## src/rtl/text_console_cursor_scroll_top_macros.svh

```systemverilog
// Assertion macros for the console block.
// ASSERT_RST: clocked property, disabled while reset is asserted (active low).
// ASSERT_CLK: clocked property, always checked.
`ifndef TEXT_CONSOLE_CURSOR_SCROLL_TOP_MACROS_SVH
`define TEXT_CONSOLE_CURSOR_SCROLL_TOP_MACROS_SVH
`ifndef SYNTH
`define ASSERT_RST(label, clk, rst_n, prop) \
    label: assert property (@(posedge clk) disable iff (!rst_n) prop) \
        else $error("assertion failed");
`define ASSERT_CLK(label, clk, prop) \
    label: assert property (@(posedge clk) prop) else $error("assertion failed");
`else
`define ASSERT_RST(label, clk, rst_n, prop)
`define ASSERT_CLK(label, clk, prop)
`endif
`endif

```

## src/rtl/tccs_pkg.sv

```systemverilog
`default_nettype none
package tccs_pkg;

    localparam int ROWS_DEF    = 30;
    localparam int COLS_DEF    = 80;
    localparam int QUEUE_DEPTH = 4;
    localparam int QPTR_W      = $clog2(QUEUE_DEPTH);

    localparam logic [7:0] GLYPH_MARK  = 8'h5F;
    localparam logic [7:0] GLYPH_BLANK = 8'h20;
    localparam logic [7:0] CODE_CR     = 8'h0D;
    localparam logic [7:0] CODE_LF     = 8'h0A;
    localparam logic [7:0] CODE_VIS_LO = 8'h20;
    localparam logic [7:0] CODE_VIS_HI = 8'h7F;

    localparam int CFG_IDX_W = 3;
    localparam int CFG_W     = 8;
    localparam logic [CFG_IDX_W-1:0] CFG_RED    = 3'd0;
    localparam logic [CFG_IDX_W-1:0] CFG_GREEN  = 3'd1;
    localparam logic [CFG_IDX_W-1:0] CFG_BLUE   = 3'd2;
    localparam logic [CFG_IDX_W-1:0] CFG_INVERT = 3'd3;
    localparam logic [CFG_IDX_W-1:0] CFG_BLINK  = 3'd4;

    typedef enum logic [1:0] {
        OP_MARK,
        OP_PRINT,
        OP_CR,
        OP_LF
    } t_op_kind;

    typedef enum logic [1:0] {
        ST_FIRST,
        ST_FILL,
        ST_MARK
    } t_step;

    typedef struct packed {
        t_op_kind   kind;
        logic [7:0] code;
    } t_op;

    typedef struct packed {
        logic push;
        t_op  op;
    } t_q_wr;

    typedef struct packed {
        logic valid;
        t_op  op;
    } t_q_rd;

    typedef struct packed {
        logic       func;
        logic [7:0] char_code;
    } t_in_beat;

    typedef struct packed {
        logic        entry_kind;
        logic [11:0] vram_index;
        logic [7:0]  glyph_code;
        logic [7:0]  red;
        logic [7:0]  green;
        logic [7:0]  blue;
        logic        inverted;
        logic        blinking;
        logic [4:0]  row_offset;
        logic        last;
    } t_out_beat;

endpackage
`default_nettype wire

```

## src/rtl/tccs_front.sv

```systemverilog
`default_nettype none
module tccs_front (
    input  wire                 i_clk,
    input  wire                 i_rst_n,
    input  wire                 i_in_valid,
    input  tccs_pkg::t_in_beat  i_in_beat,
    output logic                o_in_stall,
    input  wire                 i_q_full,
    output tccs_pkg::t_q_wr     o_wr
);
    import tccs_pkg::*;

    logic     w_take;
    logic     w_keep;
    t_op_kind w_kind;

    assign o_in_stall = i_q_full;
    assign w_take     = i_in_valid && !i_q_full;

    // non-func codes other than visible ones, CR and LF are dropped here
    always_comb begin
        w_keep = 1'b1;
        w_kind = OP_MARK;
        if (i_in_beat.func) begin
            w_kind = OP_MARK;
        end else if (i_in_beat.char_code inside {[CODE_VIS_LO:CODE_VIS_HI]}) begin
            w_kind = OP_PRINT;
        end else if (i_in_beat.char_code == CODE_CR) begin
            w_kind = OP_CR;
        end else if (i_in_beat.char_code == CODE_LF) begin
            w_kind = OP_LF;
        end else begin
            w_keep = 1'b0;
        end
    end

    assign o_wr.push    = w_take && w_keep;
    assign o_wr.op.kind = w_kind;
    assign o_wr.op.code = i_in_beat.char_code;

    `include "text_console_cursor_scroll_top_macros.svh"
    `ASSERT_RST(a_no_push_when_full, i_clk, i_rst_n, i_q_full |-> !o_wr.push)
    `ASSERT_RST(a_mark_always_kept, i_clk, i_rst_n, (w_take && i_in_beat.func) |-> o_wr.push)
    `ASSERT_RST(a_high_codes_dropped, i_clk, i_rst_n,
                (i_in_beat.char_code[7] && !i_in_beat.func) |-> !o_wr.push)

endmodule
`default_nettype wire

```

## src/rtl/tccs_queue.sv

```systemverilog
`default_nettype none
module tccs_queue (
    input  wire              i_clk,
    input  wire              i_rst_n,
    input  tccs_pkg::t_q_wr  i_wr,
    output logic             o_full,
    output tccs_pkg::t_q_rd  o_rd,
    input  wire              i_pop
);
    import tccs_pkg::*;

    t_op               r_mem [QUEUE_DEPTH];
    logic [QPTR_W-1:0] r_wptr;
    logic [QPTR_W-1:0] r_rptr;
    logic [QPTR_W:0]   r_count;
    logic [QPTR_W-1:0] n_wptr;
    logic [QPTR_W-1:0] n_rptr;
    logic [QPTR_W:0]   n_count;
    logic              w_pop;

    assign o_full   = (r_count == (QPTR_W+1)'(QUEUE_DEPTH));
    assign o_rd.valid = (r_count != '0);
    assign o_rd.op  = r_mem[r_rptr];
    assign w_pop    = i_pop && o_rd.valid;

    always_comb begin
        n_wptr  = r_wptr;
        n_rptr  = r_rptr;
        n_count = r_count;
        if (i_wr.push) begin
            n_wptr = (r_wptr == QPTR_W'(QUEUE_DEPTH-1)) ? '0 : r_wptr + QPTR_W'(1);
        end
        if (w_pop) begin
            n_rptr = (r_rptr == QPTR_W'(QUEUE_DEPTH-1)) ? '0 : r_rptr + QPTR_W'(1);
        end
        if (i_wr.push && !w_pop) begin
            n_count = r_count + (QPTR_W+1)'(1);
        end else if (!i_wr.push && w_pop) begin
            n_count = r_count - (QPTR_W+1)'(1);
        end
    end

    always_ff @(posedge i_clk) begin
        if (!i_rst_n) begin
            r_wptr  <= '0;
            r_rptr  <= '0;
            r_count <= '0;
        end else begin
            r_wptr  <= n_wptr;
            r_rptr  <= n_rptr;
            r_count <= n_count;
        end
    end

    always_ff @(posedge i_clk) begin
        if (i_wr.push) begin
            r_mem[r_wptr] <= i_wr.op;
        end
    end

    `include "text_console_cursor_scroll_top_macros.svh"
    `ASSERT_RST(a_count_range, i_clk, i_rst_n, r_count <= (QPTR_W+1)'(QUEUE_DEPTH))
    `ASSERT_RST(a_ptr_gap, i_clk, i_rst_n, (r_count == '0 || o_full) |-> (r_wptr == r_rptr))
    `ASSERT_RST(a_no_overflow, i_clk, i_rst_n, o_full |-> !i_wr.push)

endmodule
`default_nettype wire

```

## src/rtl/tccs_back.sv

```systemverilog
`default_nettype none
module tccs_back #(
    parameter int ROWS = tccs_pkg::ROWS_DEF,
    parameter int COLS = tccs_pkg::COLS_DEF
) (
    input  wire                              i_clk,
    input  wire                              i_rst_n,
    input  wire                              i_cfg_we,
    input  wire [tccs_pkg::CFG_IDX_W-1:0]    i_cfg_index,
    input  wire [tccs_pkg::CFG_W-1:0]        i_cfg_data,
    input  tccs_pkg::t_q_rd                  i_rd,
    output logic                             o_pop,
    output logic                             o_out_valid,
    input  wire                              i_out_stall,
    output tccs_pkg::t_out_beat              o_out_beat
);
    import tccs_pkg::*;

    localparam int ROW_W = $clog2(ROWS);
    localparam int COL_W = $clog2(COLS);
    localparam int IDX_W = $clog2(ROWS * COLS);

    logic [7:0]       r_red;
    logic [7:0]       r_green;
    logic [7:0]       r_blue;
    logic             r_invert;
    logic             r_blink;

    t_step            r_state;
    t_step            n_state;
    logic [ROW_W-1:0] r_row;
    logic [ROW_W-1:0] n_row;
    logic [COL_W-1:0] r_col;
    logic [COL_W-1:0] n_col;
    logic [ROW_W-1:0] r_offset;
    logic [ROW_W-1:0] n_offset;
    logic [ROW_W-1:0] r_phys;      // physical row of the cursor
    logic [ROW_W-1:0] n_phys;
    logic             r_out_valid;
    t_out_beat        r_out;
    t_out_beat        w_res;

    logic             w_load;
    logic             w_last_col;
    logic             w_last_row;
    logic             w_adv;
    logic             w_fill;
    logic [ROW_W-1:0] w_mrow;
    logic [COL_W-1:0] w_mcol;
    logic [IDX_W-1:0] w_idx;

    assign w_load = (!r_out_valid || !i_out_stall) && ((r_state != ST_FIRST) || i_rd.valid);
    assign w_last_col = (r_col == COL_W'(COLS-1));
    assign w_last_row = (r_row == ROW_W'(ROWS-1));
    // move down a row: LF, or a printed char in the last column
    assign w_adv = (i_rd.op.kind == OP_LF) || ((i_rd.op.kind == OP_PRINT) && w_last_col);

    // next step of the sequencer
    always_comb begin
        n_state = r_state;
        if (w_load) begin
            case (r_state)
                ST_FIRST: begin
                    if (i_rd.op.kind == OP_MARK) begin
                        n_state = ST_FIRST;
                    end else if (w_adv && w_last_row) begin
                        n_state = ST_FILL;
                    end else begin
                        n_state = ST_MARK;
                    end
                end
                ST_FILL:  n_state = ST_MARK;
                ST_MARK:  n_state = ST_FIRST;
                default:  n_state = ST_FIRST;
            endcase
        end
    end

    // result word and cursor updates
    assign w_fill = (r_state == ST_FILL);
    assign w_mrow = w_fill ? r_offset : r_phys;
    assign w_mcol = w_fill ? '0 : r_col;
    assign w_idx  = IDX_W'(w_mrow * COLS) + IDX_W'(w_mcol);

    always_comb begin
        w_res.entry_kind = w_fill;
        w_res.vram_index = 12'(w_idx);
        w_res.glyph_code = GLYPH_MARK;
        w_res.red        = r_red;
        w_res.green      = r_green;
        w_res.blue       = r_blue;
        w_res.inverted   = 1'b0;
        w_res.blinking   = 1'b1;
        w_res.row_offset = 5'(r_offset);
        w_res.last       = 1'b0;
        o_pop            = 1'b0;
        n_row            = r_row;
        n_col            = r_col;
        n_offset         = r_offset;
        n_phys           = r_phys;
        case (r_state)
            ST_FIRST: begin
                case (i_rd.op.kind)
                    OP_MARK: begin
                        w_res.last = 1'b1;
                        o_pop      = w_load;
                    end
                    OP_PRINT: begin
                        w_res.glyph_code = i_rd.op.code;
                        w_res.inverted   = r_invert;
                        w_res.blinking   = r_blink;
                    end
                    default: begin
                        w_res.glyph_code = GLYPH_BLANK;
                        w_res.blinking   = 1'b0;
                    end
                endcase
                if (i_rd.op.kind == OP_CR || (i_rd.op.kind == OP_PRINT && w_last_col)) begin
                    n_col = '0;
                end else if (i_rd.op.kind == OP_PRINT) begin
                    n_col = r_col + COL_W'(1);
                end
                if (w_adv && !w_last_row) begin
                    n_row  = r_row + ROW_W'(1);
                    n_phys = (r_phys == ROW_W'(ROWS-1)) ? '0 : r_phys + ROW_W'(1);
                end
            end
            ST_FILL: begin
                // blank the top physical row, then scroll by one
                w_res.glyph_code = GLYPH_BLANK;
                w_res.blinking   = 1'b0;
                n_offset = (r_offset == ROW_W'(ROWS-1)) ? '0 : r_offset + ROW_W'(1);
                n_phys   = r_offset;
            end
            ST_MARK: begin
                w_res.last = 1'b1;
                o_pop      = w_load;
            end
            default: begin
                w_res.last = 1'b0;
            end
        endcase
    end

    always_ff @(posedge i_clk) begin
        if (!i_rst_n) begin
            r_state     <= ST_FIRST;
            r_row       <= '0;
            r_col       <= '0;
            r_offset    <= '0;
            r_phys      <= '0;
            r_out_valid <= 1'b0;
        end else begin
            r_state <= n_state;
            if (w_load) begin
                r_row    <= n_row;
                r_col    <= n_col;
                r_offset <= n_offset;
                r_phys   <= n_phys;
            end
            if (w_load) begin
                r_out_valid <= 1'b1;
            end else if (!i_out_stall) begin
                r_out_valid <= 1'b0;
            end
        end
    end

    always_ff @(posedge i_clk) begin
        if (w_load) begin
            r_out <= w_res;
        end
    end

    always_ff @(posedge i_clk) begin
        if (!i_rst_n) begin
            r_red    <= 8'hFF;
            r_green  <= 8'hFF;
            r_blue   <= 8'hFF;
            r_invert <= 1'b0;
            r_blink  <= 1'b0;
        end else if (i_cfg_we) begin
            case (i_cfg_index)
                CFG_RED:    r_red    <= i_cfg_data[7:0];
                CFG_GREEN:  r_green  <= i_cfg_data[7:0];
                CFG_BLUE:   r_blue   <= i_cfg_data[7:0];
                CFG_INVERT: r_invert <= i_cfg_data[0];
                CFG_BLINK:  r_blink  <= i_cfg_data[0];
                default:    r_red    <= r_red;
            endcase
        end
    end

    assign o_out_valid = r_out_valid;
    assign o_out_beat  = r_out;

    `include "text_console_cursor_scroll_top_macros.svh"
    `ASSERT_RST(a_offset_range, i_clk, i_rst_n, int'(r_offset) < ROWS)
    `ASSERT_RST(a_col_range, i_clk, i_rst_n, int'(r_col) < COLS)
    `ASSERT_RST(a_phys_consistent, i_clk, i_rst_n, (int'(r_offset) + int'(r_row) == int'(r_phys)) || (int'(r_offset) + int'(r_row) == int'(r_phys) + ROWS))
    `ASSERT_RST(a_fill_on_last_row, i_clk, i_rst_n, (r_state == ST_FILL) |-> (int'(r_row) == ROWS - 1))
    `ASSERT_RST(a_fill_not_last, i_clk, i_rst_n, (r_out_valid && r_out.entry_kind) |-> !r_out.last)

endmodule
`default_nettype wire

```

## src/rtl/text_console_cursor_scroll_top.sv

```systemverilog
`default_nettype none
// Character console controller. Each input beat either prints a byte or (func = 1) writes
// the cursor mark; it produces one to three text-memory write beats, one per clock while
// the output is not stalled, the last of them flagged. A printable byte gives a char write
// plus a cursor mark, CR and LF blank the old mark and write a new one, and an LF or wrap
// on the bottom row adds a whole-row blank fill and scrolls the display offset. Other
// bytes give nothing. Input beats land in a four-entry op queue, so the input side takes
// one beat per clock until it fills; the output sequencer pops each op with its last write
// beat, which sets the sustained rate. Ignored bytes cost no sequencer time. The output is
// registered. Configuration writes take effect the next clock and are meant for idle time.
module text_console_cursor_scroll_top #(
    parameter int ROWS = tccs_pkg::ROWS_DEF,
    parameter int COLS = tccs_pkg::COLS_DEF
) (
    input  wire                            i_clk,
    input  wire                            i_rst_n,
    input  wire                            i_in_valid,
    output logic                           o_in_stall,
    input  tccs_pkg::t_in_beat             i_in_beat,
    output logic                           o_out_valid,
    input  wire                            i_out_stall,
    output tccs_pkg::t_out_beat            o_out_beat,
    input  wire                            i_cfg_we,
    input  wire [tccs_pkg::CFG_IDX_W-1:0]  i_cfg_index,
    input  wire [tccs_pkg::CFG_W-1:0]      i_cfg_data
);
    import tccs_pkg::*;

    t_q_wr w_wr;
    t_q_rd w_rd;
    logic  w_full;
    logic  w_pop;

    tccs_front u_front (
        .i_clk      (i_clk),
        .i_rst_n    (i_rst_n),
        .i_in_valid (i_in_valid),
        .i_in_beat  (i_in_beat),
        .o_in_stall (o_in_stall),
        .i_q_full   (w_full),
        .o_wr       (w_wr)
    );

    tccs_queue u_queue (
        .i_clk   (i_clk),
        .i_rst_n (i_rst_n),
        .i_wr    (w_wr),
        .o_full  (w_full),
        .o_rd    (w_rd),
        .i_pop   (w_pop)
    );

    tccs_back #(
        .ROWS (ROWS),
        .COLS (COLS)
    ) u_back (
        .i_clk       (i_clk),
        .i_rst_n     (i_rst_n),
        .i_cfg_we    (i_cfg_we),
        .i_cfg_index (i_cfg_index),
        .i_cfg_data  (i_cfg_data),
        .i_rd        (w_rd),
        .o_pop       (w_pop),
        .o_out_valid (o_out_valid),
        .i_out_stall (i_out_stall),
        .o_out_beat  (o_out_beat)
    );

endmodule
`default_nettype wire

```

## config.mk

```make
export PLATFORM = sky130hd
export DESIGN_NAME = text_console_cursor_scroll_top
export DESIGN_NICKNAME = d
export VERILOG_FILES = /design/src/rtl/tccs_pkg.sv /design/src/rtl/tccs_front.sv /design/src/rtl/tccs_queue.sv /design/src/rtl/tccs_back.sv /design/src/rtl/text_console_cursor_scroll_top.sv
export VERILOG_INCLUDE_DIRS = /design/src /design/src/rtl
export SDC_FILE = /design/constraint.sdc
export NUM_CORES = 1
export LEC_CHECK = 0
export BUFFER_PORTS_ARGS = -buffer_cell sky130_fd_sc_hd__buf_4
export CAP_MARGIN = 20
export CORE_ASPECT_RATIO = 1.2
export CORE_UTILIZATION = 35
export CTS_BUF_LIST = sky130_fd_sc_hd__clkbuf_8
export CTS_CLUSTER_SIZE = 30
export DETAILED_ROUTE_END_ITERATION = 8
export SLEW_MARGIN = 10
export SYNTH_ARGS = -nofsm -noshare
export SYNTH_HDL_FRONTEND = slang
export SYNTH_SLANG_ARGS = --single-unit
```

## constraint.sdc

```tcl
create_clock -name i_clk -period 7.2 [get_ports i_clk]
set_input_delay 0.72 -clock i_clk [delete_from_list [all_inputs] [get_ports i_clk]]
set_output_delay 0.72 -clock i_clk [all_outputs]
set_load 0.02 [all_outputs]
```

Word level (Yosys, flattened, before mapping):

Memories as Yosys holds them, arrays and structs flattened. A register that Yosys moved wholly into a read port is not among the register bits.
Index checks and enable logic that the tools add are counted.

* add/subtract/negate cells: 9
* multiply operators: 1
* order comparisons: 2
* eq/ne operators: 20
* multiplexer cells: 37
* reductions and logical operators: 38

Operators with widths (count)
* one-hot mux 8 bit (2 select lines): 2
* two-way mux 7 bit: 3
* two-way mux 2 bit: 10
* two-way mux 5 bit: 4
* equality test 8 x 4 -> 1 bit, second input constant: 2
* adder 5 x 1 -> 5 bit, second input constant: 3
* equality test 5 bit, second input constant: 3
* AND reduction 2 bit: 7
* adder 12 x 7 -> 12 bit: 1
* equality test 2 bit, second input constant: 5
* logical AND 1 bit: 10
* two-way mux 1 bit: 10
* one-hot mux 5 bit (2 select lines): 1
* AND reduction 3 bit: 3
* >= comparator 8 x 6 -> 1 bit, second input constant: 1
* less-or-equal comparator 8 x 7 -> 1 bit, second input constant: 1
* multiplier 5 x 3 -> 8 bit, second input constant: 1
* one-hot mux 1 bit (2 select lines): 4
* nonzero test 2 bit: 4
* adder 7 x 1 -> 7 bit, second input constant: 1
* equality test 7 bit, second input constant: 1
* equality test 3 x 2 -> 1 bit, second input constant: 2
* equality test 3 bit, second input constant: 2
* zero test 1 bit: 6
* other kinds (12): 20

* bits in registers: 111
* memory bits (writable): 40
* bits of input ports: 25
* output and inout bits: 55
* logic and storage cells: 132
* memories kept: 1

Memories
* u_queue.r_mem: depth 4, bits a word 10, read ports 1, clocked after Yosys merged registers in 1, write ports 1, RTL line tccs_queue.sv:12 `t_op r_mem [QUEUE_DEPTH];`

Logic depth before layout (Yosys ltp):

Gate-level depths: netlist (run 1).

* depth in word-level cells: 10
* gate-level depth with buffers: 14
* depth with buffers taken out: 12

Modules after synthesis:

From an unflattened synthesis (run 1), not the netlist that was laid out.

* cells, all modules: 531
* area, all modules: 6518.8 sq um

Modules (own cells, without submodules)
* tccs_back: times used 1, cells an instance 413, area each 4444.3 sq um, seq. area each 2612.5 sq um
* tccs_queue: times used 1, cells an instance 98, area each 1915.6 sq um, seq. area each 1381.3 sq um
* tccs_front: times used 1, cells an instance 20, area each 158.9 sq um, seq. area each 0.0 sq um

Least setup slack after synthesis (run 1):

Ideal clock, no wire load.

* kind: input-to-reg
* start: input port i_out_stall
* end: register u_back.r_state[1]
* setup time: 0.080 ns
* data arrival time: 4.484 ns
* data required time: 7.120 ns
* path slack: 2.636 ns
* stages on the path: 5
* path buffers: 1
* cell sequence: and2_1 -> clkbuf_1 -> a21oi_1 -> o311ai_0 -> a21oi_1

* word-level cells in the longest chain between the ends: 3

RTL lines
* start: declaration: RTL line text_console_cursor_scroll_top.sv:21 `input wire i_out_stall,`
* zero test 1 bit: RTL line tccs_back.sv:52 `assign w_load = (!r_out_valid || !i_out_stall) && ((r_state != ST_FIRST) || i_rd.valid);`
* logical OR 1 bit: RTL line tccs_back.sv:52
* logical AND 1 bit: RTL line tccs_back.sv:52
* net u_back.w_load: RTL line tccs_back.sv:43 `logic w_load;`
* end signal: assignment: RTL line tccs_back.sv:154 `r_state <= n_state;`
* end: declaration: RTL line tccs_back.sv:29 `t_step r_state;`

The timed path passes the listed nets, and every way through them passes these cells.
A chain may end at the register's enable or synchronous reset.

Worst setup path in the final report (run 1):

* start: register u_back.r_state[1]
* end: register u_back.r_out (netlist bit u_back.o_out_beat[50]), data pin

* word-level cells in the longest chain between the ends: 4
* elaborated cells on any way between the ends: 5
* classes of those cells: add/sub: 1; mul: 1; eq/ne: 1; mux: 2

RTL lines
* equality test 2 x 1 -> 1 bit *: RTL line tccs_back.sv:80 `assign w_fill = (r_state == ST_FILL);`
* two-way mux 5 bit: RTL line tccs_back.sv:81 `assign w_mrow = w_fill ? r_offset : r_phys;`
* multiplier 5 x 3 -> 8 bit: RTL line tccs_back.sv:83 `assign w_idx = IDX_W'(w_mrow * COLS) + IDX_W'(w_mcol);`
* adder 12 x 7 -> 12 bit *: RTL line tccs_back.sv:83
* net u_back.w_idx[10]: RTL line tccs_back.sv:50 `logic [IDX_W-1:0] w_idx;`
* end signal: assignment: RTL line tccs_back.sv:171 `r_out <= w_res;`
* end: declaration: RTL line tccs_back.sv:40 `t_out_beat r_out;`

The timed path passes the listed nets; every way through them passes the cells marked *.

==> results of run 1 <==
==> where the power goes <==
group          internal (mW)  switching [mW]  total (mW)
clock network          0.287           0.354       0.640
logic                  0.311           0.509       0.820
registers               1.16          0.0902        1.25
total                   1.76           0.952        2.71
==> metrics by stage <==
| step | util [%] | std cells | setup slack, ns | hold slack, ns |
|---|---|---|---|---|
| after floorplan | - | 527 | 2.64 | 0.408 |
| after global placement | 40.0 | 810 | 3.75 | 0.420 |
| after detailed placement | 40.0 | 810 | 3.58 | 0.421 |
| after CTS | 42.2 | 842 | 3.55 | 0.438 |
| after global routing | 42.2 | 842 | 3.24 | 0.449 |
| final | 42.2 | 842 | 3.60 | 0.435 |
==> flip-flops by register name (all words and copies together), names as in the netlist, named ones only <==
signal              flops
u_back.r_blue           8
u_back.o_out_valid      1
u_back.o_out_beat      53
u_queue.r_count         3
u_queue.r_wptr          2
u_queue.r_mem          40
u_back.r_state          2
u_back.r_blink          1
u_back.r_col            7
u_queue.r_rptr          2
u_back.r_green          8
u_back.r_invert         1
u_back.r_red            8
u_back.r_offset         5
u_back.r_phys           5
u_back.r_row            5
==> kinds of logic (layout without fill, tap and decap cells) <==
kind of cell	count (synthesis)	in the layout	synth area share, %
multiplexers	24	24	5.65
AO/OA/AOI/OAI	48	48	4.82
AND/OR/NAND/NOR	223	223	17.4
flip-flops	153	153	61.6
XOR/XNOR	17	17	2.30
adder cells (fa/ha/maj)	29	29	5.94
buffers and inverters	33	124	2.28
==> layer usage <==
metal	vias up	wire length, um	part of all wire, %
met1	2020	5500	43
met4	0	178	1.4
met3	10	541	4.2
met5	-	0	0
met2	106	6710	52
li1	2072	-	-
==> layout make-up <==
type                    count  area [um2]  area share, %
flip-flops and latches    153        3990           52.1
multi-input cells         341        2360           30.7
repair buffers             80         601           7.83
well taps                 224         280           3.66
clock buffers              17         234           3.05
clock inverters            15         158           2.06
inverters                  12        45.0          0.587
==> cells in the mapped netlist, drive strengths merged, types with 4 or more instances <==
library cell	instances	area share (%)
and3	4	0.39
o21ai	8	0.62
xor2	9	1.2
ha	26	5.0
nand2b	6	0.58
and2	16	1.5
mux4	10	3.5
nor2	24	1.4
edfxtp	93	43
o31ai	5	0.58
nor2b	4	0.39
or3	4	0.46
nand3	38	2.9
dfxtp	60	19
nand4	7	0.68
or4	4	0.46
buf	6	0.71
nor4	7	0.68
nand2	83	4.8
a21oi	16	1.2
xnor2	8	1.1
and3b	4	0.54
inv	12	0.69
nor3	5	0.46
mux2i	13	2.0
nand3b	6	0.69
clkbuf	15	0.87
==> how the worst max path moves through the flow <==
| stage | start | endpoint | slack, ns |
|---|---|---|---|
| floorplan | i_out_stall | u_back.r_state[1] | 2.64 |
| global placement | flip-flop | u_queue.r_count[2] | 3.75 |
| detailed placement | u_back.r_state[1] | u_back.o_out_beat[50] | 3.58 |
| CTS | u_back.r_state[1] | u_back.o_out_beat[50] | 3.55 |
| global route | flip-flop | u_queue.r_count[2] | 3.24 |
| finish | u_back.r_state[1] | u_back.o_out_beat[50] | 3.60 |
==> critical path: cells and delay by family, from the launching register on <==
family	cells	cell delay [ns]
buffers and inverters	1	0.31
adders and majority gates	3	0.98
and+or+nand+nor	2	0.72
xor gates and xnor gates	2	0.36
AOI/OAI and AO/OA	1	0.47
DFF	1	0.52
==> cell usage in the layout (no fill, tap or decap), types with 5 or more instances in the layout <==
master / synthesis / routed
nand4_1: 7 / 7
xnor2_1: 8 / 8
a21oi_1: 16 / 15
inv_1: 12 / 13
and2_1: 16 / 16
edfxtp_1: 93 / 93
xor2_1: 9 / 9
o31ai_1: 5 / 5
nor2_1: 24 / 24
dfxtp_1: 60 / 60
nor4_1: 7 / 7
mux4_2: 10 / 10
nand2b_1: 6 / 6
clkbuf_8: 0 / 17
nand2_1: 83 / 83
buf_4: 0 / 80
o21ai_0: 7 / 7
ha_1: 26 / 26
mux2i_1: 13 / 13
nand3_1: 38 / 38
nand3b_1: 6 / 6
==> results.cfg, run 1 <==
[run_status]
status = complete, no violations

[placement]
dpl.hpwl_um = 9150
dpl_cell_area_um2 = 7280
portBuffers = 79
gp_congestion = 0.798

[route]
drt_wl_total_um = 12900
first_pass_iters = 5
wl_per_cell_um = 15.4
drc_errors = 0
antenna_left = 0
via_per_inst = 5.00
drtIter0Drc = 264
vias = 4208

[die]
fp.dieW_um = 126
chipHeight_um = 151
io_pins = 80
start_util_pct = 35.7
rows = 54
core_um2 = 18200
die_area_um2 = 19100

[clock_tree]
clock_sinks = 153
cts-buffers-inserted = 17
cts_tree = built
cts-root-buf = clkbuf_8
post_cts_buffers = 0
hold_buffers = 0
cts_buffer_depth = 2
htree_levels = 4
clk_pin_slew_ns = 0.09
cts_resized = 0
insertion_delay_ns = 0.45

[power_and_ir_drop]
finalPower_mw = 2.71
vdd_drop_max_mv = 0.221
p_per_area_nw_per_um2 = 354
p_leak_nw = 3.00

[critical_path]
critPathKind = reg -> reg
reg2reg_setup_slack_ns = 3.60
worstRegToRegCells = 9
path_cells = nand2b_1, inv_1, o21ai_0, ha_1, ha_1, fa_1, xnor2_1, and3b_1, xnor2_1
crit_slowest_cell = dfxtp_1
r2r-start = u_back.r_state[1]
cpPeakStageDelay_ns = 0.52
reg2reg_to = u_back.o_out_beat[50]
crit_fanout = 16
cp.arrival_ns = 3.80
critPathRequiredTime_ns = 7.40
cp-start-kind = flip-flop
cp-end-kind = flip-flop

[yosys]
seq_area_frac_synth_pct = 61.6
ys_warn_count = 0
synth_fp_nets = 581
ys_async_sr_fraction_pct = 0
syn_area_per_cell_um2 = 12.3
synth_edf_count = 93
synth_cell_types = 53
ys.flop_type = edfxtp_1
syn-instance-count = 527
synth_area_um2 = 6490
synth_seq_cells = 153

[grt]
met3_usage_pct = 3.71
grt_use_total_pct = 14.3
use_met1_pct = 16.5
busiest_layer = met2
grt_max_degree = 55
gr-total-overflow = 0
grt_pass1_vias = 4249
met2_usage_pct = 25.1
grt_pass1_wl_um = 20900
antenna_found_initial = 0

[worst_hold_path]
hp-start = u_back.r_blue[0]
min_path_cells = 0
hp-class = reg -> reg
hold_end = u_back.o_out_beat[8]

[sta]
drv_slew = 0
setup_viol = 0
tightest_slew_ns = 0.825
hold_viol_final = 0
finClkSkew_ns = 0.0121
period_minus_slack_ns = 3.60
slew_headroom_pct = 44.8
period_share_pct = 50.0
rsz0062_at_grt = no
final.setup.tns_ns = 0
fmax_mhz = 278

[final_layout]
nets = 659
nFillCells = 1667
area_delta_synth_final_pct = 18.2
fin_area_um2 = 7670
drive_gt1_share_pct = 21.0
antennaDiodeCount = 0

[run]
cap_violations = 0
(Power assumes the default switching activity.)
==> run 2, diff against run 1 <==
Clock period 7.2 ns to 3 ns, I/O delays scaled along.
==> results.cfg, run 2 (synthesis results as in run 1) <==
[critical_path]
crit_slowest_cell = fa_1
critPathKind = reg -> reg
cp.arrival_ns = 3.13
cp-end-kind = flip-flop
critPathRequiredTime_ns = 3.40
worstRegToRegCells = 12
path_cells = mux4_2, inv_1, ha_1, nor2_1, nor4_2, inv_1, ha_1, inv_1, fa_1, xor2_1, or3_1, a21oi_1
reg2reg_setup_slack_ns = 0.27
crit_fanout = 4
critPathMostFrequentCell = inv_1
cpPeakStageDelay_ns = 0.43
reg2reg_to = u_queue.r_count[2]
cp-start-kind = flip-flop

[clock_tree]
insertion_delay_ns = 0.47
cts-root-buf = clkbuf_8
post_cts_buffers = 0
clock_sinks = 153
cts-buffers-inserted = 17
cts_tree = built
cts_buffer_depth = 2
clk_pin_slew_ns = 0.09
htree_levels = 4

[sta]
period_minus_slack_ns = 2.73
hold_viol_final = 0
period_share_pct = 91.0
finClkSkew_ns = 0.0128
slew_headroom_pct = 54.4
setup_viol = 0
final.setup.tns_ns = 0
tightest_slew_ns = 0.680
rsz0062_at_grt = no
fmax_mhz = 366
drv_slew = 0

[final_layout]
drive_gt1_share_pct = 22.9
area_delta_synth_final_pct = 20.3
final_cell_mix = 94 x buf_4, 93 x edfxtp_1, 83 x nand2_1
final_common_cell = buf_4
largest_register_ffs = 53
antennaDiodeCount = 0
final_core_util_pct = 42.9
nets = 673

[placement]
gp_congestion = 0.826
portBuffers = 79
dpl.hpwl_um = 9610

[worst_hold_path]
hp-start = i_in_beat[3]
hp-class = in -> reg
min_path_cells = 1
hold_end = u_queue.r_mem[2][3]

[die]
fp.dieW_um = 126
rows = 54
die_area_um2 = 19100
io_pins = 80
chipHeight_um = 151
core_um2 = 18200
start_util_pct = 35.7

[grt]
grt_pass1_wl_um = 21200
grt_pass1_vias = 4272
antenna_found_initial = 0
grt_max_degree = 46
grt_use_total_pct = 14.6
gr-total-overflow = 0

[power_and_ir_drop]
p_leak_nw = 3.09
vdd_drop_max_mv = 0.296
finalPower_mw = 6.72
p_per_area_nw_per_um2 = 862

[run]
cap_violations = 0

[route]
drt_wl_total_um = 13400
vias = 4371
first_pass_iters = 4
wl_per_cell_um = 15.6
drtIter0Drc = 303
antenna_left = 0
via_per_inst = 5.11
drc_errors = 0

[run_status]
status = complete, no violations
==> run 2: cell count changes in the layout (fill, tap and decap cells not counted), sizes merged <==
cell / delta
bufinv: +1
clkinvlp: -1
clkinv: -1
inv: +1
buf: +14
==> run 2: how the worst max path moves through the flow <==
stage,to,cells past startpoint,slack [ns],from
2_1_floorplan,u_back.o_out_beat[50],12,0.005,u_back.r_state[0]
3_3_place_gp,u_queue.r_count[2],12,0.31,flip-flop
3_5_place_dp,u_queue.r_count[2],12,0.19,flip-flop
4_1_cts,u_queue.r_count[2],12,0.16,flip-flop
5_1_grt,u_queue.r_count[2],12,0.02,flip-flop
6_report,u_queue.r_count[2],12,0.27,flip-flop
==> run 2: critical path: cells and delay by family (launching register included) <==
family          cells  cell delay (ns)
xor+xnor            1             0.18
simple gates        3             0.55
mux                 1             0.37
fa+ha+maj           3             0.84
flops               1             0.36
buf+inv             3             0.22
compound gates      1             0.14
==> run 2: power by group <==
part	internal [mW]	switching (mW)	leakage (nW)
logic	0.824	1.30	1.56
registers	2.79	0.165	1.32
clock network	0.776	0.873	0.213
total	4.39	2.34	3.09
==> run 2: layer usage <==
layer | vias up | part of all wire [%] | global-route usage, %
li1 | 2100 | - | -
met1 | 2132 | 42 | 16.7
met2 | 107 | 51 | 25.4
met3 | 32 | 3.5 | 3.00
met4 | 0 | 3.0 | 8.61
met5 | - | 0 | 0
==> run 2: metrics by stage <==
| step | setup slack (ns) | instances | area [um2] | hold slack (ns) |
|---|---|---|---|---|
| 4_1_cts | 0.156 | 856 | 7790 | 0.0150 |
| 2_1_floorplan | 0.00452 | 527 | 6490 | 0.399 |
| 3_5_place_dp | 0.187 | 824 | 7380 | 0.416 |
| 5_1_grt | 0.0192 | 856 | 7800 | 0.0171 |
| 3_3_place_gp | 0.310 | 824 | 7380 | 0.420 |
| 6_report | 0.270 | 856 | 7800 | 0.0388 |
==> run 2: area by class of cell <==
type / instances / area, um2
clock buffers: 17 / 234
clock inverters: 15 / 180
fillers: 1674 / 10400
inverters: 12 / 45.0
multi-input cells: 341 / 2360
flip-flops and latches: 153 / 3990
well taps: 224 / 280
repair buffers: 94 / 706
==> run 2: what timing repair did <==
action / 4_1_cts / 5_1_grt
resized for setup: 0 / 1
hold buffers: 0 / 0
endpoints found under the setup margin: 0 / 1
